### src/rtl/tbm_pkg.sv
// Shared types and constants of the temperature batch monitor.
// Used by the controller, the datapath, the top level and the checker.
package tbm_pkg;

  // Longest batch that the position counter has to cover.
  localparam int MAX_BATCH = 128;

  localparam int SAMPLE_W  = 16;
  localparam int T_W       = 15;
  localparam int CNT_W     = 8;
  localparam int SUM_W     = 22;
  localparam int POS_W     = 7;
  localparam int CFG_IDX_W = 2;

  // The position counter stops at the smaller of MAX_BATCH - 1 and the
  // largest value of the position field.
  localparam int POS_FIELD_MAX = (1 << POS_W) - 1;
  localparam int POS_CAP       = (MAX_BATCH - 1 < POS_FIELD_MAX) ?
                                 (MAX_BATCH - 1) : POS_FIELD_MAX;

  // The mean is found by a restoring divider, one quotient bit per cycle.
  localparam int DIV_STEPS = SUM_W;
  localparam int DIV_CNT_W = $clog2(DIV_STEPS);

  localparam logic [T_W-1:0] WARN_RESET     = T_W'(480);
  localparam logic [T_W-1:0] CRIT_RESET     = T_W'(720);
  localparam logic [T_W-1:0] SHUTDOWN_RESET = T_W'(800);

  typedef enum logic [CFG_IDX_W-1:0] {
    CFG_WARN     = 2'd0,
    CFG_CRIT     = 2'd1,
    CFG_SHUTDOWN = 2'd2
  } cfg_idx_t;

  typedef enum logic [1:0] {
    BIN_NORMAL   = 2'd0,
    BIN_WARNING  = 2'd1,
    BIN_CRITICAL = 2'd2,
    BIN_SHUTDOWN = 2'd3
  } bin_t;

  typedef enum logic [1:0] {
    ST_ACCUM,
    ST_DLOAD,
    ST_DIV,
    ST_DONE
  } state_t;

  typedef struct packed {
    logic signed [SAMPLE_W-1:0] sample;
    logic                       last;
  } in_item_t;

  typedef struct packed {
    logic [T_W-1:0]   min_temp;
    logic [T_W-1:0]   max_temp;
    logic [T_W-1:0]   mean_temp;
    logic [CNT_W-1:0] valid_total;
    logic [CNT_W-1:0] normal_count;
    logic [CNT_W-1:0] warning_count;
    logic [CNT_W-1:0] critical_count;
    logic [CNT_W-1:0] shutdown_count;
    logic [CNT_W-1:0] error_count;
    logic [POS_W-1:0] first_critical_pos;
    logic             critical_seen;
  } out_item_t;

  // Commands from the controller to the datapath.
  typedef struct packed {
    logic accum;     // fold the incoming sample into the batch state
    logic div_load;  // load the divider with the running sum
    logic div_step;  // produce one quotient bit
    logic load_out;  // capture the summary and clear the batch state
  } dp_cmd_t;

  // Status from the datapath to the controller.
  typedef struct packed {
    logic div_last;  // the current divider step is the final one
  } dp_status_t;

endpackage

### src/rtl/tbm_ctrl.sv
// Controller of the temperature batch monitor: accept, divide and hand-off sequence.
// Depends on tbm_pkg for the state type and the command and status structs.
module tbm_ctrl (
  input  logic                clk,
  input  logic                rst,
  input  logic                in_valid,
  input  logic                in_last,
  output logic                in_ready,
  output logic                out_valid,
  input  logic                out_ready,
  input  tbm_pkg::dp_status_t status,
  output tbm_pkg::dp_cmd_t    cmd
);

  tbm_pkg::state_t state, state_next;
  logic            out_valid_next;

  always_ff @(posedge clk) begin
    if (rst) begin
      state     <= tbm_pkg::ST_ACCUM;
      out_valid <= 1'b0;
    end else begin
      state     <= state_next;
      out_valid <= out_valid_next;
    end
  end

  always_comb begin
    state_next = state;
    case (state)
      tbm_pkg::ST_ACCUM: begin
        if (in_valid && in_last) begin
          state_next = tbm_pkg::ST_DLOAD;
        end
      end
      tbm_pkg::ST_DLOAD: state_next = tbm_pkg::ST_DIV;
      tbm_pkg::ST_DIV: begin
        if (status.div_last) begin
          state_next = tbm_pkg::ST_DONE;
        end
      end
      tbm_pkg::ST_DONE: begin
        if (!out_valid || out_ready) begin
          state_next = tbm_pkg::ST_ACCUM;
        end
      end
      default: state_next = tbm_pkg::ST_ACCUM;
    endcase
  end

  always_comb begin
    in_ready     = 1'b0;
    cmd          = '0;
    case (state)
      tbm_pkg::ST_ACCUM: begin
        in_ready  = 1'b1;
        cmd.accum = in_valid;
      end
      tbm_pkg::ST_DLOAD: cmd.div_load = 1'b1;
      tbm_pkg::ST_DIV:   cmd.div_step = 1'b1;
      tbm_pkg::ST_DONE:  cmd.load_out = !out_valid || out_ready;
      default: begin
        in_ready = 1'b0;
        cmd      = '0;
      end
    endcase
  end

  // The output register is full from the summary load until its transfer.
  always_comb begin
    if (cmd.load_out) begin
      out_valid_next = 1'b1;
    end else if (out_ready) begin
      out_valid_next = 1'b0;
    end else begin
      out_valid_next = out_valid;
    end
  end

endmodule

### src/rtl/tbm_dp.sv
// Datapath of the temperature batch monitor: thresholds, batch statistics,
// serial divider for the mean and the output register. Depends on tbm_pkg.
module tbm_dp (
  input  logic                                clk,
  input  logic                                rst,
  input  logic                                cfg_we,
  input  logic [tbm_pkg::CFG_IDX_W-1:0]       cfg_index,
  input  logic [tbm_pkg::T_W-1:0]             cfg_data,
  input  logic signed [tbm_pkg::SAMPLE_W-1:0] in_sample,
  input  tbm_pkg::dp_cmd_t                    cmd,
  output tbm_pkg::dp_status_t                 status,
  output tbm_pkg::out_item_t                  out_data
);

  localparam logic [tbm_pkg::POS_W-1:0] POS_CAP_V = tbm_pkg::POS_W'(tbm_pkg::POS_CAP);
  localparam logic [tbm_pkg::DIV_CNT_W-1:0] DIV_LAST =
    tbm_pkg::DIV_CNT_W'(tbm_pkg::DIV_STEPS - 1);

  function automatic logic [tbm_pkg::CNT_W-1:0] inc_sat(input logic [tbm_pkg::CNT_W-1:0] c);
    return (&c) ? c : c + tbm_pkg::CNT_W'(1);
  endfunction

  // Threshold registers.
  logic [tbm_pkg::T_W-1:0] warn_level, crit_level, shutdown_level;

  // Batch state.
  logic [tbm_pkg::SUM_W-1:0] running_sum;
  logic [tbm_pkg::CNT_W-1:0] valid_cnt;
  logic [tbm_pkg::T_W-1:0]   run_min, run_max;
  logic [tbm_pkg::CNT_W-1:0] bin_counts [4];
  logic [tbm_pkg::CNT_W-1:0] err_cnt;
  logic [tbm_pkg::POS_W-1:0] position;
  logic [tbm_pkg::POS_W-1:0] first_pos;
  logic                      seen_flag;

  // Divider state.
  logic [tbm_pkg::SUM_W-1:0]     quo;
  logic [tbm_pkg::CNT_W-1:0]     rem;
  logic [tbm_pkg::DIV_CNT_W-1:0] div_cnt;

  logic [tbm_pkg::T_W-1:0]   s;
  logic                      is_err;
  logic [tbm_pkg::SUM_W:0]   sum_ext;
  logic [tbm_pkg::SUM_W-1:0] sum_next;
  tbm_pkg::bin_t             bin;
  logic                      at_crit;
  logic [tbm_pkg::CNT_W:0]   trial;
  logic                      trial_ge;
  logic [tbm_pkg::T_W-1:0]   mean;

  assign s       = in_sample[tbm_pkg::T_W-1:0];
  assign is_err  = in_sample[tbm_pkg::SAMPLE_W-1];
  assign sum_ext = {1'b0, running_sum} + (tbm_pkg::SUM_W + 1)'(s);
  assign sum_next = sum_ext[tbm_pkg::SUM_W] ? '1 : sum_ext[tbm_pkg::SUM_W-1:0];
  assign at_crit = (s >= crit_level);

  // Bins are tried in order, so disordered thresholds still pick exactly one.
  always_comb begin
    if (s < warn_level) begin
      bin = tbm_pkg::BIN_NORMAL;
    end else if (s < crit_level) begin
      bin = tbm_pkg::BIN_WARNING;
    end else if (s <= shutdown_level) begin
      bin = tbm_pkg::BIN_CRITICAL;
    end else begin
      bin = tbm_pkg::BIN_SHUTDOWN;
    end
  end

  assign trial    = {rem, quo[tbm_pkg::SUM_W-1]};
  assign trial_ge = (trial >= {1'b0, valid_cnt});
  assign status.div_last = (div_cnt == DIV_LAST);

  always_comb begin
    if (valid_cnt == '0) begin
      mean = '0;
    end else if (|quo[tbm_pkg::SUM_W-1:tbm_pkg::T_W]) begin
      mean = '1;
    end else begin
      mean = quo[tbm_pkg::T_W-1:0];
    end
  end

  always_ff @(posedge clk) begin
    if (rst) begin
      warn_level     <= tbm_pkg::WARN_RESET;
      crit_level     <= tbm_pkg::CRIT_RESET;
      shutdown_level <= tbm_pkg::SHUTDOWN_RESET;
    end else if (cfg_we) begin
      case (cfg_index)
        tbm_pkg::CFG_WARN:     warn_level     <= cfg_data;
        tbm_pkg::CFG_CRIT:     crit_level     <= cfg_data;
        tbm_pkg::CFG_SHUTDOWN: shutdown_level <= cfg_data;
        default: ;
      endcase
    end
  end

  always_ff @(posedge clk) begin
    if (rst || cmd.load_out) begin
      running_sum <= '0;
      valid_cnt   <= '0;
      run_min     <= '0;
      run_max     <= '0;
      for (int i = 0; i < 4; i++) begin
        bin_counts[i] <= '0;
      end
      err_cnt     <= '0;
      position    <= '0;
      first_pos   <= '0;
      seen_flag   <= 1'b0;
    end else if (cmd.accum) begin
      if (is_err) begin
        err_cnt <= inc_sat(err_cnt);
      end else begin
        if (at_crit && !seen_flag) begin
          seen_flag <= 1'b1;
          first_pos <= position;
        end
        if (valid_cnt == '0) begin
          run_min <= s;
          run_max <= s;
        end else begin
          if (s < run_min) run_min <= s;
          if (s > run_max) run_max <= s;
        end
        running_sum     <= sum_next;
        valid_cnt       <= inc_sat(valid_cnt);
        bin_counts[bin] <= inc_sat(bin_counts[bin]);
      end
      if (position < POS_CAP_V) begin
        position <= position + tbm_pkg::POS_W'(1);
      end
    end
  end

  // Restoring division of the running sum by the valid count.
  always_ff @(posedge clk) begin
    if (cmd.div_load) begin
      quo     <= running_sum;
      rem     <= '0;
      div_cnt <= '0;
    end else if (cmd.div_step) begin
      if (trial_ge) begin
        rem <= tbm_pkg::CNT_W'(trial - {1'b0, valid_cnt});
      end else begin
        rem <= trial[tbm_pkg::CNT_W-1:0];
      end
      quo     <= {quo[tbm_pkg::SUM_W-2:0], trial_ge};
      div_cnt <= div_cnt + tbm_pkg::DIV_CNT_W'(1);
    end
  end

  always_ff @(posedge clk) begin
    if (cmd.load_out) begin
      out_data.min_temp           <= run_min;
      out_data.max_temp           <= run_max;
      out_data.mean_temp          <= mean;
      out_data.valid_total        <= valid_cnt;
      out_data.normal_count       <= bin_counts[tbm_pkg::BIN_NORMAL];
      out_data.warning_count      <= bin_counts[tbm_pkg::BIN_WARNING];
      out_data.critical_count     <= bin_counts[tbm_pkg::BIN_CRITICAL];
      out_data.shutdown_count     <= bin_counts[tbm_pkg::BIN_SHUTDOWN];
      out_data.error_count        <= err_cnt;
      out_data.first_critical_pos <= first_pos;
      out_data.critical_seen      <= seen_flag;
    end
  end

endmodule

### src/rtl/temperature_batch_monitor_unit.sv
// Top level of the temperature batch monitor.
// Depends on tbm_pkg, tbm_ctrl and tbm_dp.
//
// Usage: samples arrive on the in channel (in_valid, in_ready, in_data), one
// signed 1/16 degree sample per transfer, with in_data.last marking the final
// sample of a batch. Negative samples count as sensor errors. One summary per
// batch leaves on the out channel (out_valid, out_ready, out_data).
// Thresholds are written through cfg_we, cfg_index and cfg_data while idle;
// index 0 is the warning level, 1 the critical level, 2 the shutdown level,
// and index 3 is ignored.
// Throughput: a batch streams at one sample per clock while in_ready is high. A
// sample with the last flag starts the mean calculation, a restoring divider
// that yields one quotient bit per cycle over the 22-bit running sum; in_ready
// stays low from that transfer through the divider load, the division and the
// summary load, and the summary then shows on out_valid.
// A waiting summary sits in the output register, so the next batch streams
// in even while the receiver stalls; only the next summary waits for the
// register to be emptied before the batch state is cleared.
// Reset loads the default thresholds (480, 720, 800) and clears the batch.
module temperature_batch_monitor_unit (
  input  logic                          clk,
  input  logic                          rst,
  input  logic                          cfg_we,
  input  logic [tbm_pkg::CFG_IDX_W-1:0] cfg_index,
  input  logic [tbm_pkg::T_W-1:0]       cfg_data,
  input  logic                          in_valid,
  output logic                          in_ready,
  input  tbm_pkg::in_item_t             in_data,
  output logic                          out_valid,
  input  logic                          out_ready,
  output tbm_pkg::out_item_t            out_data
);

  tbm_pkg::dp_cmd_t    cmd;
  tbm_pkg::dp_status_t status;

  // The controller sequences the accept, divide and summary hand-off.
  tbm_ctrl u_ctrl (
    .clk       (clk),
    .rst       (rst),
    .in_valid  (in_valid),
    .in_last   (in_data.last),
    .in_ready  (in_ready),
    .out_valid (out_valid),
    .out_ready (out_ready),
    .status    (status),
    .cmd       (cmd)
  );

  // The datapath holds thresholds, batch statistics, divider and result.
  tbm_dp u_dp (
    .clk       (clk),
    .rst       (rst),
    .cfg_we    (cfg_we),
    .cfg_index (cfg_index),
    .cfg_data  (cfg_data),
    .in_sample (in_data.sample),
    .cmd       (cmd),
    .status    (status),
    .out_data  (out_data)
  );

endmodule

### config.mk
export PLATFORM = sky130hd
export DESIGN_NAME = temperature_batch_monitor_unit
export DESIGN_NICKNAME = d
export VERILOG_FILES = /design/src/rtl/tbm_pkg.sv /design/src/rtl/tbm_ctrl.sv /design/src/rtl/tbm_dp.sv /design/src/rtl/temperature_batch_monitor_unit.sv
export SDC_FILE = /design/constraint.sdc
export NUM_CORES = 1
export LEC_CHECK = 0
export BUFFER_PORTS_ARGS = -buffer_cell sky130_fd_sc_hd__buf_2
export CAP_MARGIN = 20
export CELL_PAD_IN_SITES_DETAIL_PLACEMENT = 0
export CELL_PAD_IN_SITES_GLOBAL_PLACEMENT = 2
export CORE_MARGIN = 10
export CORE_UTILIZATION = 30
export DETAILED_ROUTE_END_ITERATION = 12
export HOLD_SLACK_MARGIN = 0.12
export MAX_ROUTING_LAYER = met4
export PLACE_DENSITY_LB_ADDON = 0.1
export SYNTH_ARGS = -nofsm -noshare
export SYNTH_HDL_FRONTEND = slang
export SYNTH_SLANG_ARGS = --single-unit
export TNS_END_PERCENT = 50
### constraint.sdc
create_clock -name clk -period 20.7 [get_ports clk]
set_input_delay 3.105 -clock clk [delete_from_list [all_inputs] [get_ports clk]]
set_output_delay 3.105 -clock clk [all_outputs]
set_load 0.02 [all_outputs]
==> flow_metrics.env, run 1 <==
export IMPL_gp_congestion=0.790
export IMPL_slowest_delay_ns=0.85
export IMPL_endpoint="u_dp.bin_counts[0][1]"
export IMPL_cts_root_buf="clkbuf_16"
export IMPL_n_antenna_cell=0
export IMPL_areaGrowthSynthToFinish_pct=19.7
export IMPL_dpl_hpwl_um=29600
export IMPL_seq_area_sq_um=7540
export IMPL_path_clk_slew_ns=0.06
export IMPL_layout_min_cycle_time_ns=6.72
export IMPL_synthXorXnorAreaFrac_pct=2.23
export IMPL_ff2ff_path_depth=14
export IMPL_hold_violations=0
export IMPL_cap_violations=0
export IMPL_dr_pass1_iters=5
export IMPL_syn_num_nets=1483
export IMPL_final_core_util_pct=36.3
export IMPL_ys_warn_count=0
export IMPL_synth_top_area_share_pct=32.9
export IMPL_critPathKind="input port to flip-flop"
export IMPL_antenna_found_initial=0
export IMPL_synth_cell_types=66
export IMPL_drc=0
export IMPL_r2r_start="u_dp.warn_level[6]"
export IMPL_timing_rr_end="u_dp.bin_counts[0][1]"
export IMPL_power_density_nw_per_um2=113
export IMPL_outcome="finished, final reports clean"
export IMPL_drive_gt1_share_pct=17.0
export IMPL_synth_avg_cell_area_sq_um=10.6
export IMPL_die_h_um=237
export IMPL_wire_per_inst_um=19.5
export IMPL_wl_um=41500
export IMPL_cp_slowest_cell="a31oi_2"
export IMPL_synth_top_cells_by_count="155 x edfxtp_1, 144 x dfxtp_1, 139 x nand2_1"
export IMPL_multi_input_area_sq_um=6070
export IMPL_syn_area_sq_um=14100
export IMPL_cts_path_max_buffers=3
export IMPL_synthSimpleGateAreaFrac_pct=13.9
export IMPL_cts_max_level=2
export IMPL_synthCells=1335
export IMPL_min_path_type="flip-flop to flip-flop"
export IMPL_synthMuxAreaShare_pct=4.96
export IMPL_drtAntennaViolNets=0
export IMPL_start_util_pct=30.3
export IMPL_grt_pass1_vias=10391
export IMPL_ys_seq_area_share_pct=53.3
export IMPL_fin_nets=1634
export IMPL_pin_count=142
export IMPL_synth_edf_count=155
export IMPL_tightest_slew_ns=0.970
export IMPL_cts_sinks=299
export IMPL_cp_cell_sequence="buf_2 -> ha_1 -> a21o_1 -> a31oi_1 -> o21ai_0 -> a31oi_2 -> nor2_1 -> a221o_1 -> inv_1 -> ha_1 -> o21ai_1 -> nor4_4 -> mux2i_1 -> nor2_1"
export IMPL_min_delay_start="u_dp.first_pos[3]"
export IMPL_via_per_inst=4.80
export IMPL_n_fill_cell=4717
export IMPL_port_buffers=141
export IMPL_finalSetupTns_ns=0
export IMPL_relSlewSlack_pct=35.1
export IMPL_synth_top_family_by_area="simple AND/OR/NAND/NOR gates"
export IMPL_worstSetupStartpointType="input port"
export IMPL_overflow=0
export IMPL_core_area_sq_um=46600
export IMPL_async_flop_share_pct=0
export IMPL_end_kind="flip-flop"
export IMPL_rsz0062_at_grt="false"
export IMPL_ys_ff_latch=299
export IMPL_ys_flop_type="edfxtp_1"
export IMPL_fp_dieW_um=237
export IMPL_gr_usage_all_layers_pct=15.0
export IMPL_reg2reg_slack_ns=16.42
export IMPL_holdBufCountCts=0
export IMPL_yosys_area_top_type="edfxtp_1"
export IMPL_cts_inserted_buffers=38
export IMPL_tritoncts="yes"
export IMPL_maxSlewViolCount=0
export IMPL_cts_resized=0
export IMPL_cp_startpoint="in_data[3]"
export IMPL_required_ns=20.99
export IMPL_drt_iter0_markers=509
export IMPL_ir_worst_vdd_mv=0.0670
export IMPL_postCtsSetupBuffers=0
export IMPL_fmax_mhz=149
export IMPL_setup_violations=0
export IMPL_synth_top_cells_by_area="edfxtp_1 33%, dfxtp_1 20%, ha_1 9.5%, nand2_1 3.7%, a21oi_1 3.4%"
export IMPL_clock_skew_ns=0.0151
export IMPL_worst_hold_slack_ns=0.432
export IMPL_rows=79
export IMPL_period_share_pct=32.5
export IMPL_grt_pass1_wl_um=63900
export IMPL_critPathMaxFanout=19
export IMPL_cp_arrival_ns=7.02
export IMPL_yosysMostFrequentCell="edfxtp_1"
export IMPL_synth_compound_area_share_pct=11.9
export IMPL_die_area_sq_um=56200
export IMPL_grt_max_degree=67
export IMPL_vias=10193
export IMPL_p_leak_nw=6.49
export IMPL_clk_latency_ns=0.55
export IMPL_synth_adder_area_share_pct=9.76
power breakdown:
group          switching [mW]  leakage (nW)  internal (mW)  total (mW)
sequential             0.0531          2.64          0.724       0.777
clock                   0.260         0.668          0.451       0.710
combinational           0.254          3.18          0.166       0.420
total                   0.567          6.49           1.34        1.91
registers in the layout, summed over array words and instances, names as in the netlist, 7 cells and up:
register and flops:
out_data 32, u_dp.bin_counts 32, u_dp.crit_level 15, u_dp.err_cnt 8
u_dp.first_pos 7, u_dp.out_data 69, u_dp.position 7, u_dp.quo 22
u_dp.rem 8, u_dp.run_max 15, u_dp.run_min 15, u_dp.running_sum 22
u_dp.shutdown_level 15, u_dp.valid_cnt 8, u_dp.warn_level 15
cells by family after synthesis:
logic type      Yosys count
mux                      67
buf+inv                 146
compound gates          260
fa+ha+maj               109
flops                   299
simple gates            418
xor+xnor                 36
layout by cell type (no fill, tap or decap), types with 7 or more instances in the layout:
cell type  instances
ha_1             107
edfxtp_1         155
nand3_1           16
o21a_1            26
buf_2            141
xnor2_1           17
buf_4             12
nand2b_1          11
dfxtp_1          144
a21oi_1           94
o21ai_0           45
mux2i_1           43
a211oi_1          11
nand2_1          139
or3_1              7
nor3_1            39
nor2b_1            9
nor2_1           123
mux2_2            24
xor2_1            19
a211o_1           15
a21o_1            18
nand4_1           25
and2_1             9
clkbuf_8           8
inv_1            104
clkbuf_16         41
and3_1             7
area by class of cell:
cell class / count / area share [%]
repair buffers: 153 / 4.71
flip-flops and latches: 299 / 44.6
well taps: 607 / 4.49
clock inverters: 14 / 1.18
inverters: 104 / 2.31
multi-input cells: 890 / 35.9
clock buffers: 55 / 6.85
worst max-delay path: cells and delay by family:
kind / cells / cell delay, ns
fa+ha+maj: 2 / 0.48
mux: 1 / 0.37
buf+inv: 2 / 0.36
compound gates: 6 / 1.95
simple gates: 3 / 0.74
metal layers:
layer / GRT usage [%] / vias to the layer above / share of wire [%]
li1: - / 5078 / -
met1: 18.8 / 4897 / 47
met2: 24.4 / 162 / 48
met3: 2.91 / 56 / 4.0
met4: 3.55 / 0 / 1.9
met5: - / - / 0
worst min-delay path by stage:
stage / endpoint / cells after the start
after CTS: u_dp.out_data[4] / 0
after floorplan: u_dp.out_data[1] / 0
after detailed placement: u_dp.out_data[2] / 0
after global placement: u_dp.out_data[1] / 0
after global routing: u_dp.out_data[7] / 0
final: u_dp.out_data[4] / 0
through the flow:
stage / instance area, sq um / std cells / worst slack (ns) / total power [mW]
finish: 16900 / 2122 / 13.98 / 1.91
global route: 16900 / 2122 / 13.60 / 2.02
CTS: 16900 / 2121 / 13.96 / 1.94
detailed placement: 15500 / 2052 / 13.36 / 1.22
global placement: 15500 / 2052 / 13.39 / 1.22
floorplan: 14100 / 1335 / 10.64 / 1.08
(Power assumes the default switching activity.)
==> run 2: changes to the inputs <==
==> constraint.sdc (replaced) <==
create_clock -name clk -period 5.5 [get_ports clk]
set_input_delay 0.825 -clock clk [delete_from_list [all_inputs] [get_ports clk]]
set_output_delay 0.825 -clock clk [all_outputs]
set_load 0.02 [all_outputs]
==> run 2 against run 1 <==
Net effect: sequential cell count unchanged; non-clock buffer count is the same; highest routed layer unchanged; final cell count about the same; global-route usage down 0.15 points; sequential power grew to 3.8 times the previous value; critical path depth is the same; register-to-register slack worse by 15 ns; core utilization shrank 0.12 points; via count decreased by 0.68%; first-iteration DRC count shrank 6.7%; sequential share of layout area up 0.15 points.
==> flow_metrics.env, run 2 (synthesis results as in run 1) <==
export IMPL_hold_depth=0
export IMPL_drc=0
export IMPL_timing_rr_end="u_dp.bin_counts[1][1]"
export IMPL_die_area_sq_um=56200
export IMPL_antenna_found_initial=0
export IMPL_cts_sinks=299
export IMPL_period_share_pct=78.1
export IMPL_seq_area_sq_um=7540
export IMPL_drtAntennaViolNets=0
export IMPL_gr_usage_all_layers_pct=14.8
export IMPL_required_ns=5.78
export IMPL_hold_path_endpoint="u_dp.out_data[2]"
export IMPL_tritoncts="yes"
export IMPL_layout_commonest_cell="edfxtp_1"
export IMPL_multi_input_area_sq_um=6070
export IMPL_grt_pass1_wl_um=63200
export IMPL_largest_reg_flops=69
export IMPL_ff2ff_path_depth=14
export IMPL_tightest_slew_ns=0.941
export IMPL_cp_startpoint="in_data[5]"
export IMPL_worstSetupStartpointType="input port"
export IMPL_outcome="finished, final reports clean"
export IMPL_gp_congestion=0.835
export IMPL_relSlewSlack_pct=37.3
export IMPL_largest_register="u_dp.out_data"
export IMPL_hold_violations=0
export IMPL_die_h_um=237
export IMPL_numPlacedInstances=2053
export IMPL_n_fill_cell=4743
export IMPL_fin_nets=1633
export IMPL_rows=79
export IMPL_via_per_inst=4.77
export IMPL_cts_resized=0
export IMPL_path_clk_slew_ns=0.06
export IMPL_stdcell_count=2121
export IMPL_clk_latency_ns=0.55
export IMPL_pre_cts_ws_ns=0.618
export IMPL_critPathTopFamily="compound AO/OA/AOI/OAI gates"
export IMPL_fin_ws_ns=1.20
export IMPL_clock_skew_ns=0.00886
export IMPL_port_buffers=141
export IMPL_placed_area_sq_um=15600
export IMPL_end_kind="flip-flop"
export IMPL_fp_dieW_um=237
export IMPL_min_delay_start="u_dp.first_pos[1]"
export IMPL_drt_iter0_markers=475
export IMPL_cts_path_max_buffers=3
export IMPL_power_density_nw_per_um2=421
export IMPL_layout_min_cycle_time_ns=4.30
export IMPL_cts_inserted_buffers=37
export IMPL_grt_pass1_vias=10239
export IMPL_p_leak_nw=6.46
export IMPL_cp_cell_sequence="buf_2 -> ha_1 -> a211oi_1 -> nor2_1 -> o311ai_2 -> nand2_1 -> mux2i_1 -> a221o_1 -> inv_1 -> ha_1 -> o21ai_1 -> nor4_4 -> mux2i_1 -> nor2_1"
export IMPL_finalSetupTns_ns=0
export IMPL_ir_worst_vdd_mv=0.238
export IMPL_largestRegisters="u_dp.out_data x69, out_data x32, u_dp.bin_counts x32"
export IMPL_cp_slowest_cell="o311ai_2"
export IMPL_critPathMaxFanout=9
export IMPL_r2r_start="u_dp.shutdown_level[4]"
export IMPL_rsz0062_at_grt="false"
export IMPL_reg2reg_slack_ns=1.35
export IMPL_cp_arrival_ns=4.58
export IMPL_pin_count=142
export IMPL_crit_buf_inv=2
export IMPL_grt_max_degree=65
export IMPL_cap_violations=0
export IMPL_min_path_type="flip-flop to flip-flop"
export IMPL_final_cell_mix="155 x edfxtp_1, 144 x dfxtp_1, 141 x buf_2"
export IMPL_critPathKind="input port to flip-flop"
export IMPL_cts_root_buf="clkbuf_16"
export IMPL_fmax_mhz=233
export IMPL_setup_violations=0
export IMPL_overflow=0
export IMPL_slowest_delay_ns=0.64
export IMPL_n_antenna_cell=0
export IMPL_worst_hold_slack_ns=0.430
export IMPL_wire_per_inst_um=19.4
export IMPL_design_area_sq_um=16900
export IMPL_core_area_sq_um=46600
export IMPL_dpl_hpwl_um=29600
export IMPL_areaGrowthSynthToFinish_pct=19.3
export IMPL_postCtsSetupBuffers=0
export IMPL_maxSlewViolCount=0
export IMPL_cts_max_level=2
export IMPL_dr_pass1_iters=5
export IMPL_holdBufCountCts=0
export IMPL_vias=10124
export IMPL_wl_um=41200
export IMPL_drive_gt1_share_pct=16.8
export IMPL_start_util_pct=30.3
[run 2: changes by cell type in the layout (fill, tap and decap cells not counted)]
cell,before,now
clkinv_1,2,1
clkbuf_8,8,6
clkinv_4,0,2
ha_1,107,106
clkinv_2,5,4
o21ai_1,3,2
clkbuf_16,41,39
clkbuf_1,6,9
ha_2,0,1
o21ai_0,45,46
[run 2: worst max path at each step]
stage | to | slack, ns | cells after the start
3_5_place_dp | u_dp.bin_counts[1][1] | 0.62 | 14
5_1_grt | u_dp.bin_counts[1][1] | 0.79 | 14
2_1_floorplan | u_dp.bin_counts[2][0] | 0.04 | 7
6_report | u_dp.bin_counts[1][1] | 1.20 | 14
3_3_place_gp | u_dp.bin_counts[1][1] | 0.68 | 14
4_1_cts | u_dp.bin_counts[1][1] | 1.20 | 14
[run 2: routing by layer]
metal / routed length [um] / share of wire (%) / track usage [%]
met2: 19600 / 48 / 23.9
met4: 789 / 1.9 / 4.11
met1: 19300 / 47 / 18.9
met5: 0 / 0 / -
met3: 1520 / 3.7 / 2.41
[run 2: power by group]
part	switching [mW]	leakage [nW]	internal (mW)
registers	0.201	2.64	2.72
clock network	0.979	0.635	1.62
logic	0.954	3.18	0.623
[run 2: final cells by class]
cell class / instances / area share [%]
Sequential cell: 299 / 44.7
Multi-Input combinational cell: 890 / 36.0
Clock buffer: 54 / 6.48
Timing Repair Buffer: 153 / 4.72
Tap cell: 607 / 4.51
Inverter: 104 / 2.32
Clock inverter: 14 / 1.23
[run 2: worst reg2reg max path, cell delays in order, from the launching register on]
cell,delay (ns)
dfxtp_1,0.33
inv_1,0.06
ha_1,0.28
a211oi_1,0.24
nor2_1,0.11
o311ai_2,0.64
nand2_1,0.29
mux2i_1,0.19
a221o_1,0.34
inv_1,0.11
ha_1,0.18
o21ai_1,0.20
nor4_4,0.48
mux2i_1,0.38
nor2_1,0.09
[run 2: through the flow]
step | total power [mW] | utilization [%]
floorplan | 4.05 | -
CTS | 7.23 | 36.2
global route | 7.52 | 36.2
detailed placement | 4.58 | 33.4
global placement | 4.57 | 33.4
finish | 7.10 | 36.2
==> run 3: changes to the inputs <==
==> constraint.sdc (replaced) <==
create_clock -name clk -period 3.7 [get_ports clk]
set_input_delay 0.555 -clock clk [delete_from_list [all_inputs] [get_ports clk]]
set_output_delay 0.555 -clock clk [all_outputs]
set_load 0.02 [all_outputs]
==> run 3 against run 2 <==
Net effect: clock skew increased by 0.0020 ns; total power increased by 49%; first-iteration DRC count increased by 4.4%.
==> flow_metrics.env, run 3 (synthesis results as in run 1) <==
export IMPL_outcome="finished, final reports clean"
export IMPL_fin_ws_ns=0.183
export IMPL_fmax_mhz=284
export IMPL_ff2ff_path_depth=12
export IMPL_finalSetupTns_ns=0
export IMPL_wl_met3_um=1680
export IMPL_end_kind="flip-flop"
export IMPL_layout_min_cycle_time_ns=3.52
export IMPL_ir_worst_vdd_mv=0.367
export IMPL_core_area_sq_um=46600
export IMPL_port_buffers=141
export IMPL_dpl_hpwl_um=30800
export IMPL_wl_met1_um=19400
export IMPL_p_leak_nw=6.83
export IMPL_power_density_nw_per_um2=606
export IMPL_antenna_found_initial=1
export IMPL_min_delay_start="cfg_data[2]"
export IMPL_grt_pass1_wl_um=64900
export IMPL_required_ns=3.99
export IMPL_die_area_sq_um=56200
export IMPL_numPlacedInstances=2130
export IMPL_critPathMaxFanout=6
export IMPL_cap_violations=0
export IMPL_cts_inserted_buffers=37
export IMPL_cts_root_buf="clkbuf_16"
export IMPL_largest_register="u_dp.out_data"
export IMPL_die_h_um=237
export IMPL_reg2reg_slack_ns=0.18
export IMPL_vias=10387
export IMPL_period_share_pct=95.1
export IMPL_min_path_type="input port to flip-flop"
export IMPL_drtAntennaViolNets=0
export IMPL_grt_max_degree=91
export IMPL_largestRegisters="u_dp.out_data x69, out_data x32, u_dp.bin_counts x32"
export IMPL_maxSlewViolCount=0
export IMPL_hold_depth=3
export IMPL_final_cell_mix="155 x edfxtp_1, 143 x dfxtp_1, 141 x buf_2"
export IMPL_overflow=0
export IMPL_tritoncts="yes"
export IMPL_largest_reg_flops=69
export IMPL_cts_sinks=299
export IMPL_r2r_start="u_dp.shutdown_level[6]"
export IMPL_n_fill_cell=4749
export IMPL_drive_gt1_share_pct=21.5
export IMPL_timing_rr_end="u_dp.bin_counts[2][7]"
export IMPL_fin_nets=1711
export IMPL_dr_pass1_iters=4
export IMPL_seq_area_sq_um=7540
export IMPL_rows=79
export IMPL_drt_iter0_markers=496
export IMPL_pin_count=142
export IMPL_cp_arrival_ns=3.81
export IMPL_gp_congestion=0.810
export IMPL_gr_usage_all_layers_pct=15.2
export IMPL_grt_pass1_vias=10572
export IMPL_layout_commonest_cell="edfxtp_1"
export IMPL_path_clk_slew_ns=0.06
export IMPL_multi_input_area_sq_um=6110
export IMPL_wire_per_inst_um=19.0
export IMPL_areaGrowthSynthToFinish_pct=23.7
export IMPL_routed_wl_met2_um=19800
export IMPL_stdcell_count=2200
export IMPL_hold_violations=0
export IMPL_clk_latency_ns=0.55
export IMPL_critPathKind="flip-flop to flip-flop"
export IMPL_routed_top_layer="met4"
export IMPL_cts_max_level=2
export IMPL_pre_cts_ws_ns=-0.355
export IMPL_fp_dieW_um=237
export IMPL_start_util_pct=30.3
export IMPL_via_per_inst=4.72
export IMPL_wl_um=41800
export IMPL_rsz0062_at_grt="true"
export IMPL_setup_violations=0
export IMPL_cts_path_max_buffers=3
export IMPL_hold_path_endpoint="u_dp.crit_level[2]"
export IMPL_tightest_slew_ns=1.00
export IMPL_drc=0
export IMPL_clock_skew_ns=0.0108
export IMPL_worstSetupStartpointType="flip-flop"
export IMPL_relSlewSlack_pct=33.2
[run 3: per-layer routing]
layer,GRT usage [%],up-vias
met5,-,-
met4,3.90,0
met3,3.17,48
met2,24.6,148
met1,19.0,4963
li1,-,5228
[run 3: worst max path at each step]
stage,startpoint,end,cells after the start,slack [ns]
final,u_dp.shutdown_level[6],u_dp.bin_counts[2][7],12,0.18
after detailed placement,in_data[5],u_dp.bin_counts[0][0],16,-0.36
after global placement,in_data[5],u_dp.bin_counts[2][4],16,-0.35
after CTS,u_dp.shutdown_level[6],u_dp.bin_counts[0][3],15,0.02
after global routing,u_dp.warn_level[2],u_dp.bin_counts[2][7],12,-0.02
after floorplan,out_ready,u_dp.bin_counts[3][0],5,0.08
[run 3: area by class of cell]
class	instances	area share, %
flip-flops and latches	299	43.1
inverters	104	2.23
well taps	607	4.35
repair buffers	231	8.11
clock inverters	18	1.03
diodes	1	0.0143
clock buffers	50	6.12
multi-input cells	890	35.0
[run 3: what timing repair did]
item | 4_1_cts | 5_1_grt
hold buffers | 0 | 0
setup endpoints to repair | 8 | 29
setup buffers | 0 | 0
resized for setup | 1 | 10
pin swaps | 0 | 4
[run 3: report_power, final]
part           switching (mW)  internal, mW  total (mW)
Sequential              0.297          4.05        4.35
Clock                    1.47          2.24        3.71
Combinational            1.46          1.07        2.53
Total                    3.23          7.36        10.6
[run 3: worst max-delay path, stage by stage (launching register included)]
cell	delay, ns
dfxtp_2	0.33
inv_1	0.05
ha_1	0.29
nand4_1	0.22
or4_4	0.52
o211ai_4	0.11
buf_6	0.14
and3_1	0.18
o22ai_1	0.09
a211o_1	0.32
or4_4	0.58
nor4b_4	0.32
nor3_1	0.10
[run 3: through the flow]
stage | power [mW] | hold WS, ns | utilization [%] | area (sq um)
finish | 10.6 | 0.264 | 37.5 | 17500
floorplan | 6.02 | 0.408 | - | 14100
detailed placement | 6.96 | 0.414 | 34.7 | 16100
global route | 11.2 | 0.242 | 37.5 | 17500
global placement | 6.95 | 0.418 | 34.7 | 16100
CTS | 10.7 | 0.235 | 37.4 | 17400
